===== src/rtl/rpn_pkg.sv =====
// ----------------------------------------------------------------------------
// RPN calculator package
// Shared constants and types for the RPN stack calculator.
// ----------------------------------------------------------------------------
package rpn_pkg;
   localparam int StackDepth = 128;
   localparam int PtrW       = $clog2(StackDepth);
   localparam int CntW       = $clog2(StackDepth + 1);

   localparam logic [2:0] MODE_PUSH = 3'd0;
   localparam logic [2:0] MODE_ADD  = 3'd1;
   localparam logic [2:0] MODE_SUB  = 3'd2;
   localparam logic [2:0] MODE_MUL  = 3'd3;
   localparam logic [2:0] MODE_DIV  = 3'd4;
   localparam logic [2:0] MODE_MOD  = 3'd5;
   localparam logic [2:0] MODE_POP  = 3'd6;
   localparam logic [2:0] MODE_NONE = 3'd7;

   localparam logic [2:0] ST_OK    = 3'd0;
   localparam logic [2:0] ST_EMPTY = 3'd1;
   localparam logic [2:0] ST_FULL  = 3'd2;
   localparam logic [2:0] ST_DIVZ  = 3'd3;
   localparam logic [2:0] ST_SAT   = 3'd4;

   typedef logic [CntW-1:0] cnt_type;
   typedef logic [PtrW-1:0] ptr_type;

   typedef struct packed {
      logic        start;
      logic [63:0] dividend;
      logic [31:0] divisor;
   } div_req_type;
endpackage


===== src/rtl/rpn_divider.sv =====
// ----------------------------------------------------------------------------
// RPN divider
// Restoring signed divider, one quotient bit per cycle, 48 quotient bits.
// ----------------------------------------------------------------------------
module rpn_divider (
   input  logic                clock,
   input  logic                reset,
   input  rpn_pkg::div_req_type req,
   output logic                done,
   output logic [63:0]         quotient,
   output logic [31:0]         remainder
);
   import rpn_pkg::*;

   localparam int Steps = 48;

   logic [5:0]  step_ff, step_in;
   logic        busy_ff, busy_in;
   logic        qneg_ff, qneg_in, rneg_ff, rneg_in;
   logic [47:0] num_ff, num_in;
   logic [31:0] den_ff, den_in;
   logic [32:0] rem_ff, rem_in;
   logic [47:0] quo_ff, quo_in;
   logic        done_ff, done_in;
   logic [32:0] trial;
   logic [63:0] dvd_abs;

   always_comb begin
      step_in = step_ff; busy_in = busy_ff; qneg_in = qneg_ff; rneg_in = rneg_ff;
      num_in = num_ff; den_in = den_ff; rem_in = rem_ff; quo_in = quo_ff;
      done_in = 1'b0;
      dvd_abs = req.dividend[63] ? (~req.dividend + 64'd1) : req.dividend;
      trial = {rem_ff[31:0], num_ff[47]} - {1'b0, den_ff};
      if (req.start) begin
         busy_in = 1'b1;
         step_in = '0;
         // magnitude of a*65536 fits 48 bits
         num_in  = dvd_abs[47:0];
         den_in  = req.divisor[31] ? (~req.divisor + 32'd1) : req.divisor;
         qneg_in = req.dividend[63] ^ req.divisor[31];
         rneg_in = req.dividend[63];
         rem_in  = '0;
         quo_in  = '0;
      end else if (busy_ff) begin
         num_in = {num_ff[46:0], 1'b0};
         if (!trial[32]) begin
            rem_in = trial;
            quo_in = {quo_ff[46:0], 1'b1};
         end else begin
            rem_in = {rem_ff[31:0], num_ff[47]};
            quo_in = {quo_ff[46:0], 1'b0};
         end
         step_in = step_ff + 6'd1;
         if (step_ff == 6'(Steps - 1)) begin
            busy_in = 1'b0;
            done_in = 1'b1;
         end
      end
   end

   always_ff @(posedge clock) begin
      if (reset) begin
         busy_ff <= 1'b0;
         done_ff <= 1'b0;
         step_ff <= '0;
      end else begin
         busy_ff <= busy_in;
         done_ff <= done_in;
         step_ff <= step_in;
      end
      qneg_ff <= qneg_in; rneg_ff <= rneg_in;
      num_ff <= num_in; den_ff <= den_in; rem_ff <= rem_in; quo_ff <= quo_in;
   end

   assign done      = done_ff;
   assign quotient  = qneg_ff ? (~{16'd0, quo_ff} + 64'd1) : {16'd0, quo_ff};
   assign remainder = rneg_ff ? (~rem_ff[31:0] + 32'd1) : rem_ff[31:0];
endmodule


===== config.mk =====
export PLATFORM = sky130hd
export DESIGN_NAME = rpn_divider
export DESIGN_NICKNAME = d
export VERILOG_FILES = /design/src/rtl/rpn_pkg.sv /design/src/rtl/rpn_divider.sv
export SDC_FILE = /design/constraint.sdc
export NUM_CORES = 1
export LEC_CHECK = 0
export ABC_AREA = 0
export BUFFER_PORTS_ARGS = -buffer_cell sky130_fd_sc_hd__buf_2
export CORE_MARGIN = 1
export CORE_UTILIZATION = 59
export DETAILED_ROUTE_END_ITERATION = 10
export PLACE_DENSITY = 0.79
export SLEW_MARGIN = 5
export SYNTH_ARGS = -nofsm -noshare
export SYNTH_HDL_FRONTEND = slang
export SYNTH_SLANG_ARGS = --single-unit

===== constraint.sdc =====
create_clock -name clock -period 10.4 [get_ports clock]
set_clock_uncertainty 0.2 [all_clocks]
set_input_delay 0.52 -clock clock [delete_from_list [all_inputs] [get_ports clock]]
set_output_delay 0.52 -clock clock [all_outputs]
set_load 0.01 [all_outputs]

==> results of run 1 <==
==> cells by family after synthesis <==
logic type	share of synthesized area [%]
AOI/OAI and AO/OA	18.4
xor gates and xnor gates	13.5
adders and majority gates	4.18
buffers and inverters	4.39
DFF	36.5
muxes	4.86
and+or+nand+nor	18.2
==> worst paths after layout <==
| kind | start | endpoint | slack (ps) | cells after the start |
|---|---|---|---|---|
| max | quo_ff[28] | quotient[47] | 5300 | 10 |
| min | reset | busy_ff | 50 | 2 |
| max reg2reg | rem_ff[2] | rem_ff[5] | 5810 | 10 |
| min reg2reg | step_ff[5] | step_ff[5] | 310 | 2 |
==> through the flow <==
stage	hold WS (ps)	std cells	instance area (um2)	util (%)	worst slack, ps
detailed placement	305	1707	12500	66.1	5780
floorplan	258	1337	11600	-	6160
finish	49.4	1739	13100	69.2	5300
global route	31.2	1739	13100	69.2	5120
CTS	32.1	1739	13100	69.2	5300
global placement	272	1707	12500	66.1	5830
==> per-layer routing <==
metal | vias to the layer above | global-route usage [%] | share of wire (%)
li1 | 5077 | - | -
met1 | 4633 | 39.3 | 48
met2 | 314 | 42.2 | 44
met3 | 32 | 4.71 | 6.6
met4 | 0 | 8.49 | 1.6
met5 | - | 0 | 0
==> Yosys cell counts, drive strengths merged, types with 2 or more instances <==
| library cell | count | area [um2] |
|---|---|---|
| and2 | 6 | 37.5 |
| a211oi | 5 | 37.5 |
| buf | 13 | 72.6 |
| o41a | 17 | 191 |
| nand4 | 6 | 37.5 |
| nand3 | 25 | 125 |
| or2 | 6 | 37.5 |
| a21boi | 5 | 37.5 |
| o31ai | 49 | 368 |
| xor2 | 60 | 526 |
| nor2 | 152 | 571 |
| nand2 | 131 | 492 |
| dfxtp | 88 | 1760 |
| o2111a | 2 | 22.5 |
| a21oi | 88 | 440 |
| nand2b | 14 | 87.6 |
| a21o | 3 | 22.5 |
| xnor2 | 118 | 1030 |
| a311oi | 19 | 166 |
| or4 | 26 | 203 |
| mux2i | 55 | 551 |
| o21a | 6 | 45.0 |
| inv | 55 | 206 |
| clkbuf | 61 | 229 |
| nor3 | 17 | 85.1 |
| o21bai | 2 | 15.0 |
| ha | 37 | 463 |
| and3 | 6 | 37.5 |
| edfxtp | 82 | 2460 |
| o41ai | 19 | 166 |
| o32ai | 2 | 17.5 |
| nand3b | 2 | 15.0 |
| nor4 | 9 | 62.6 |
| or3 | 28 | 180 |
| nor2b | 8 | 50.1 |
| o211ai | 5 | 37.5 |
| or3b | 3 | 26.3 |
| o21ai | 84 | 420 |
| nor3b | 2 | 15.0 |
| or4b | 2 | 20.0 |
==> registers in the layout, summed over array words and instances (netlist names), 6 cells and up <==
register / flops
den_ff: 32
num_ff: 48
quo_ff: 48
rem_ff: 32
step_ff: 6
==> final cells by class <==
cell class / instances / area (um2)
repair buffers: 184 / 937
flip-flops and latches: 170 / 4230
multi-input cells: 1038 / 6830
inverters: 55 / 206
fillers: 1568 / 5830
clock buffers: 17 / 425
clock inverters: 15 / 173
well taps: 260 / 325
==> power breakdown <==
| part | leakage, nW | switching [W] | internal, W |
|---|---|---|---|
| Sequential | 1.52 | 0.0000414 | 0.000758 |
| Clock | 0.296 | 0.000288 | 0.000351 |
| Combinational | 3.61 | 0.000304 | 0.000208 |
==> run metrics, run 1 <==
most frequent cells in the layout buf_2 (179), nor2_1 (152), nand2_1 (131); commonest non-fill, non-tap cell in the layout buf_2; Routed WL 27,200 um; Post-Synthesis Cell Area 11,600 um2; critical-path cell list or4_4, or3_4, or4_4, nor4_2, or3b_1, or3_1, or3_1, o31ai_1, xnor2_1, buf_2; Worst Path Required 9680 ps; DRC viols 0; I/O pin count 196; Critical Path End Type output port; Tmin final 5100 ps; ys async rst share 0%; critical path peak fanout 18; CP max stage cell or4_4; status finished clean; DR WL/cell 15.7 um; first-pass GRT wire length 44,200 um; post-synthesis sequential area ratio 36.5%; Sum Neg Setup Slack 0 ps; CP top delay family simple AND/OR/NAND/NOR gates; Slew Limit Fails 0; Final Hold Vio Count 0; Pleak 5.42 nW; RSZ-0062 raised after global routing false; number of vias per cell 5.78; Relative slew margins 29.1%; via count 10,100; CTS buffer count 17; ANT cells 0; Crit path largest cell delay 570 ps; final setup vio count 0; CTS Sinks 170; drt first-iter violations 567; largest net degree at the start of global routing 104; Core ar. 19,000 um2; Synth Instances 1,337; Worst EP arrival 4380 ps; Area Overhead vs Synth 13.5%; hold crit path type in2reg; Worst Tran Pin Value 1060 ps; hold_buf cts 0; ys flop type dfxtp_1; CP Class reg2out; CTS Root Cell clkbuf_16; Yosys warning total 0; gpl congestion 0.951; initial antenna violation count 0; max_cap viols 0; Post-CTS Setup Bufs 0; synth unique cells 67; Antenna Nets Post-Route 0; Die Area 20,200 um2; total power draw 0.00195 W; PortBufs 180; later-pin clock latency in the skew report 440 ps; power per cell area 149 nW/um2; share of cells above drive strength 1 15.9%; Longest Clk Path Bufs 2; syn avg cell area 8.65 um2; register bit total from synthesis 170; Die W 142 um; WP buf/inv 1; post-detail-place hpwl 19,700 um; Fmax achieved 0.196 GHz; H-tree Lvls 4; Worst-path clk slew 70 ps; DRT Pass-1 Iters 5; post-layout net count 1,603; vias in the first global route 8,980; Tot GR Track Use 27.4%; final worst path period share 49.1%; initial cell density of the core 61.0%; CTS resizes 0; FP Rows 50; startpoint types flip-flop; peak supply drop 0.131 mV; grt total ovfl 0; die height 142 um; Post-Syn Nets 1,474; Post-synth EDFFs 82; CTS tree yes
No activity file was read; power rests on OpenSTA's default activity.
==> inputs of run 2 (changes only) <==
--- a/config.mk
+++ b/config.mk
@@ -8,9 +8,9 @@
 export ABC_AREA = 0
 export BUFFER_PORTS_ARGS = -buffer_cell sky130_fd_sc_hd__buf_2
 export CORE_MARGIN = 1
-export CORE_UTILIZATION = 59
+export CORE_UTILIZATION = 52
 export DETAILED_ROUTE_END_ITERATION = 10
-export PLACE_DENSITY = 0.79
+export PLACE_DENSITY = 0.74
 export SLEW_MARGIN = 5
 export SYNTH_ARGS = -nofsm -noshare
 export SYNTH_HDL_FRONTEND = slang
==> constraint.sdc (replaced) <==
create_clock -name clock -period 4.5 [get_ports clock]
set_clock_uncertainty 0.2 [all_clocks]
set_input_delay 0.225 -clock clock [delete_from_list [all_inputs] [get_ports clock]]
set_output_delay 0.225 -clock clock [all_outputs]
set_load 0.01 [all_outputs]
==> run metrics, run 2 (synthesis results as in run 1) <==
Crit path largest cell delay 520 ps (-50 ps); number of vias per cell 5.71 (-1.2%); ANT cells 0 (unchanged); share of cells above drive strength 1 17.0% (+1.1 points); Die Area 22,800 um2 (+13%); Final Hold Vio Count 0 (unchanged); first-pass GRT wire length 43,000 um (-2.7%); commonest non-fill, non-tap cell in the layout buf_2; Area Overhead vs Synth 18.8%; initial antenna violation count 0 (unchanged); critical-path cell list or4_4, or3_4, or4_4, nor4_4, or3b_4, or3_4, or3_4, o31ai_4, xnor2_1, buf_2; Worst Tran Pin Value 1060 ps (-7.97 ps); Die W 151 um (+6.4%); power per cell area 332 nW/um2 (+120%); FF-to-FF path depth 13 (+3); Post-Place Cells 1,731 (+1.4%); startpoint types flip-flop; Worst Path Required 4070 ps (-5610 ps); Core ar. 21,800 um2 (+15%); most frequent cells in the layout buf_2 (179), nor2_1 (152), nand2_1 (131); post-detail-place hpwl 19,900 um (+0.88%); multi-input logic area 6930 um2 (+1.6%); RSZ-0062 raised after global routing true; CTS buffer count 17 (unchanged); die height 151 um (+6.4%); worst min-delay path startpoint req[44]; gpl congestion 0.894 (-6.0%); CP max stage cell or4_4; Tot GR Track Use 23.8% (-3.6 points); H-tree Lvls 4 (unchanged); Worst EP arrival 4020 ps (-360 ps); Longest Clk Path Bufs 2 (unchanged); initial cell density of the core 53.0% (-8.0 points); Pleak 5.67 nW (+4.7%); hold endpoint num_ff[12]; DRC viols 0 (unchanged); CTS Root Cell clkbuf_16; Critical Path End Type output port; hold depth 3 (+1); CP Class reg2out; Tmin final 4450 ps; Fmax achieved 0.225 GHz; status finished clean; vias in the first global route 8,862 (-1.3%); CTS tree yes; Slew Limit Fails 0 (unchanged); critical path peak fanout 6 (-12); Register Area 4230 um2 (+0.12%); Worst-path clk slew 70 ps (about the same); peak supply drop 0.264 mV (+100%); FP Rows 54 (+8.0%); max_cap viols 0 (unchanged); Routed WL 27,700 um (+1.6%); fin cells 1,808 (+4.0%); Relative slew margins 29.6% (+0.53 points); Critical Path Most Common Cell or3_4; drt first-iter violations 670 (+18%); DRT Pass-1 Iters 7 (+2); largest registers num_ff (48), quo_ff (48); fillers 1,880 (+20%); CTS Sinks 170 (unchanged); DR WL/cell 15.3 um (-2.3%); r2r startpoint num_ff[47]; final setup vio count 0 (unchanged); grt total ovfl 0 (unchanged); post-layout net count 1,652 (+3.1%); largest net degree at the start of global routing 124 (+19%); hold crit path type in2reg; worst slack at placement 189 ps (-5590 ps); worst reg2reg path endpoint rem_ff[0]; I/O pin count 196 (unchanged); Antenna Nets Post-Route 0 (unchanged); internal reg-to-reg setup slack 520 ps (-5290 ps); worst setup margin 52.8 ps (-5250 ps); later-pin clock latency in the skew report 430 ps (about the same); via count 10,300 (+2.7%); PortBufs 180 (unchanged); final worst path period share 98.8%
-- run 2: changes by cell type in the layout (fill, tap and decap cells not counted), sizes merged --
| cell | change |
|---|---|
| buf | +11 |
| bufinv | -1 |
| clkbuf | +5 |
| clkinvlp | -1 |
| dlygate4sd3 | +36 |
| inv | -3 |
| or3 | +2 |
-- run 2: per-layer routing --
| metal | GRT usage (%) | share of wire, % | vias up |
|---|---|---|---|
| met5 | 0 | 0 | - |
| met4 | 6.20 | 1.5 | 0 |
| met3 | 3.83 | 6.0 | 33 |
| met2 | 38.2 | 46 | 324 |
| met1 | 33.2 | 46 | 4793 |
| li1 | - | - | 5176 |
-- run 2: worst max-delay path by stage --
| stage | startpoint | end | slack [ps] | cells after the start |
|---|---|---|---|---|
| floorplan | quo_ff[28] | quotient[61] | 550 | 10 |
| global placement | quo_ff[28] | quotient[47] | 250 | 10 |
| detailed placement | quo_ff[28] | quotient[47] | 190 | 10 |
| CTS | quo_ff[28] | quotient[47] | -0.8 | 10 |
| global route | quo_ff[29] | quotient[47] | -70 | 10 |
| finish | quo_ff[29] | quotient[47] | 50 | 10 |
-- run 2: power breakdown --
group	switching [W]	internal, W
clock network	0.000615	0.000866
registers	0.000103	0.00175
logic	0.000703	0.000517
-- run 2: per-stage QoR --
stage | setup TNS (ps) | area [um2] | utilization [%] | hold WS (ps) | total power (W)
2_1_floorplan | 0 | 11600 | - | 97.4 | 0.00268
3_3_place_gp | 0 | 12600 | 57.8 | 192 | 0.00304
3_5_place_dp | 0 | 12600 | 57.8 | 199 | 0.00306
4_1_cts | -0.755 | 13600 | 62.4 | 0.996 | 0.00456
5_1_grt | -185 | 13700 | 62.9 | 16.8 | 0.00479
6_report | 0 | 13700 | 62.9 | 7.26 | 0.00456
-- run 2: critical path: cells and delay by family, from the launching register on --
family | cells | cell delay (ps)
xor+xnor | 1 | 140
simple gates | 7 | 2690
flops | 1 | 360
buf+inv | 1 | 150
compound gates | 1 | 250
-- run 2: what timing repair did --
action / CTS / global route
cloned: 1 / 1
pin swaps: 0 / 1
gates resized for setup: 7 / 12
hold buffers: 36 / 0
setup buffers: 0 / 7
endpoints found under the hold margin: 44 / 0
endpoints found under the setup margin: 24 / 27
-- run 2: area by class of cell --
type | instances | area share [%]
Clock buffer | 22 | 3.69
Clock inverter | 10 | 0.729
Inverter | 55 | 1.50
Multi-Input combinational cell | 1040 | 50.5
Sequential cell | 170 | 30.8
Tap cell | 280 | 2.55
Timing Repair Buffer | 231 | 10.2
==> inputs of run 3 (changes only) <==
--- a/config.mk
+++ b/config.mk
@@ -5,13 +5,13 @@
 export SDC_FILE = /design/constraint.sdc
 export NUM_CORES = 1
 export LEC_CHECK = 0
-export ABC_AREA = 0
+export ABC_AREA = 1
 export BUFFER_PORTS_ARGS = -buffer_cell sky130_fd_sc_hd__buf_2
-export CORE_MARGIN = 1
-export CORE_UTILIZATION = 52
+export CORE_MARGIN = 2
+export CORE_UTILIZATION = 53
 export DETAILED_ROUTE_END_ITERATION = 10
 export PLACE_DENSITY = 0.74
-export SLEW_MARGIN = 5
+export SLEW_MARGIN = 15
 export SYNTH_ARGS = -nofsm -noshare
 export SYNTH_HDL_FRONTEND = slang
 export SYNTH_SLANG_ARGS = --single-unit
==> run metrics, run 3 <==
ANT cells 0 (unchanged); vias in the first global route 13,000 (+46%); power per cell area 252 nW/um2 (-24%); grt total ovfl 0 (unchanged); Synth Instances 2,053 (+54%); net load switching power 0.00116 W (-19%); Tot GR Track Use 29.0% (+5.2 points); post-synthesis sequential area ratio 32.1% (-4.4 points); PortBufs 180 (unchanged); CTS Root Cell clkbuf_16; initial cell density of the core 54.1% (+1.1 points); DRT Pass-1 Iters 6 (-1); register share of total power 45.2% (+4.5 points); peak supply drop 0.207 mV (-22%); Die W 162 um (+6.9%); Critical Path End Type output port; post-synth top area share 19.1% (-2.2 points); internal power 0.00272 W (-13%); later-pin clock latency in the skew report 440 ps (about the same); Tmin final 3400 ps (-1050 ps); most frequent cells in the layout nand2_1 (670), inv_1 (331), nor2_1 (221); drt first-iter violations 849 (+27%); Sum Neg Setup Slack 0 ps (unchanged); ys async rst share 0% (unchanged); max_cap viols 0 (unchanged); syn avg cell area 6.41 um2 (-26%); RSZ-0062 raised after global routing false; largest registers num_ff (48), quo_ff (48); Post-CTS Setup Bufs 0 (unchanged); die height 162 um (+6.9%); internal reg-to-reg setup slack 1220 ps (+700 ps); CTS Sinks 170 (unchanged); first-pass GRT wire length 61,500 um (+43%); DR WL/cell 14.3 um (-6.2%); Worst Tran Pin Value 969 ps (-87.3 ps); Routed WL 37,200 um (+35%); synth unique cells 40 (-40%); Post-Syn Nets 2,190 (+49%); Synth area leader nand2_1; startpoint types flip-flop; Post-Synthesis Cell Area 13,200 um2 (+14%); CP Class reg2out; Area Overhead vs Synth 16.7%; critical path peak fanout 5 (-1); design area 15,400 um2 (+12%); Antenna Nets Post-Route 0 (unchanged); ys flop type dfxtp_1; Worst Path Required 4070 ps (about the same); critical-path cell list inv_1, ha_1, nand3_1, nor2_1, nand2_1, nor2_1, nand3_1, o21ai_0, nand2_1, xor2_1, buf_2; post-layout net count 2,393 (+45%); I/O pin count 196 (unchanged); Fmax achieved 0.294 GHz (+31%); status finished clean; FP Rows 57 (+5.6%); Pleak 8.23 nW (+45%); via count 13,600 (+31%); Sw Ratio 29.9% (-1.3 points); share of cells above drive strength 1 10.6% (-6.4 points); DP Area 14,300 um2 (+14%); Die Area 26,100 um2 (+14%); most common library cells after synthesis nand2_1 (670), inv_1 (332), nor2_1 (223); Relative slew margins 35.3% (+5.7 points); commonest non-fill, non-tap cell in the layout nand2_1; post-detail-place hpwl 28,200 um (+42%); gpl congestion 0.920 (+2.9%); Logic pwr share 16.6% (-10 points); Worst-path clk slew 70 ps (about the same); number of vias per cell 5.23 (-8.3%); CTS buffer count 17 (unchanged); Yosys warning total 0 (unchanged); clock power share 38.2% (+5.7 points); Slew Limit Fails 0 (unchanged); CP max stage cell o21ai_0; CTS tree yes; Worst EP arrival 2970 ps (-1050 ps); final setup vio count 0 (unchanged); Final Hold Vio Count 0 (unchanged); register bit total from synthesis 170 (unchanged); Crit path largest cell delay 370 ps (-150 ps); final worst path period share 75.5% (-23 points); Post-synth EDFFs 82 (unchanged); largest net degree at the start of global routing 83 (-33%); DRC viols 0 (unchanged); hold crit path type in2reg; initial antenna violation count 0 (unchanged); H-tree Lvls 4 (unchanged); Longest Clk Path Bufs 2 (unchanged); Core ar. 24,300 um2 (+11%); Area contributors post-synth nand2_1 (19%), edfxtp_1 (19%), dfxtp_1 (13%); most common cell in the netlist nand2_1
[run 3: final cells by class]
type,count,area (um2)
Clock buffer,20,457
Clock inverter,12,128
Fill cell,2297,8970
Inverter,334,1250
Multi-Input combinational cell,1498,7460
Sequential cell,170,4220
Tap cell,324,405
Timing Repair Buffer,235,1430
[run 3: repair_timing]
action | CTS | global route
hold endpoints to repair | 53 | 0
hold buffers | 45 | 0
gates resized for setup | 0 | 0
[run 3: path summary, 6_finish.rpt]
path | from | endpoint | depth (start not counted)
max reg2reg | num_ff[47] | rem_ff[30] | 17
max | rem_ff[0] | remainder[28] | 11
min reg2reg | step_ff[5] | step_ff[5] | 2
min | req[71] | num_ff[39] | 4
[run 3: cell families (layout without fill, tap and decap cells)]
family,after synthesis,in the layout,synth area share (%)
fa+ha+maj,38,38,3.67
simple gates,1124,1124,35.3
xor+xnor,140,140,9.32
buf+inv,385,601,11.2
flops,170,170,32.1
compound gates,196,196,8.32
[run 3: power groups by stage]
stage	sequential, W	clock [W]	combinational, W
after floorplan	0.00178	0	0.000400
after global placement	0.00178	0	0.000596
after detailed placement	0.00179	0	0.000606
after CTS	0.00175	0.00150	0.000639
after global routing	0.00176	0.00155	0.000723
final	0.00175	0.00148	0.000644
[run 3: layer usage]
metal	track usage [%]	vias up	share of wire [%]
li1	-	6897	-
met1	35.2	6137	42
met4	13.0	0	3.9
met2	50.9	438	49
met3	4.21	102	5.2
met5	0	-	0
[run 3: critical path, delay by kind of cell (launching register included)]
family          cells  cell delay (ps)
compound gates      1              370
buf+inv             2              310
xor+xnor            1              160
simple gates        6             1150
flops               1              350
fa+ha+maj           1              190
[run 3: through the flow]
stage	setup slack (ps)	cells	util [%]	hold WS [ps]	total power, W
2_1_floorplan	1760	2053	-	124	0.00218
3_3_place_gp	1310	2516	58.9	248	0.00238
3_5_place_dp	1190	2516	58.9	259	0.00239
4_1_cts	1110	2593	63.1	4.99	0.00389
5_1_grt	876	2593	63.1	20.4	0.00404
6_report	1100	2593	63.1	8.43	0.00387
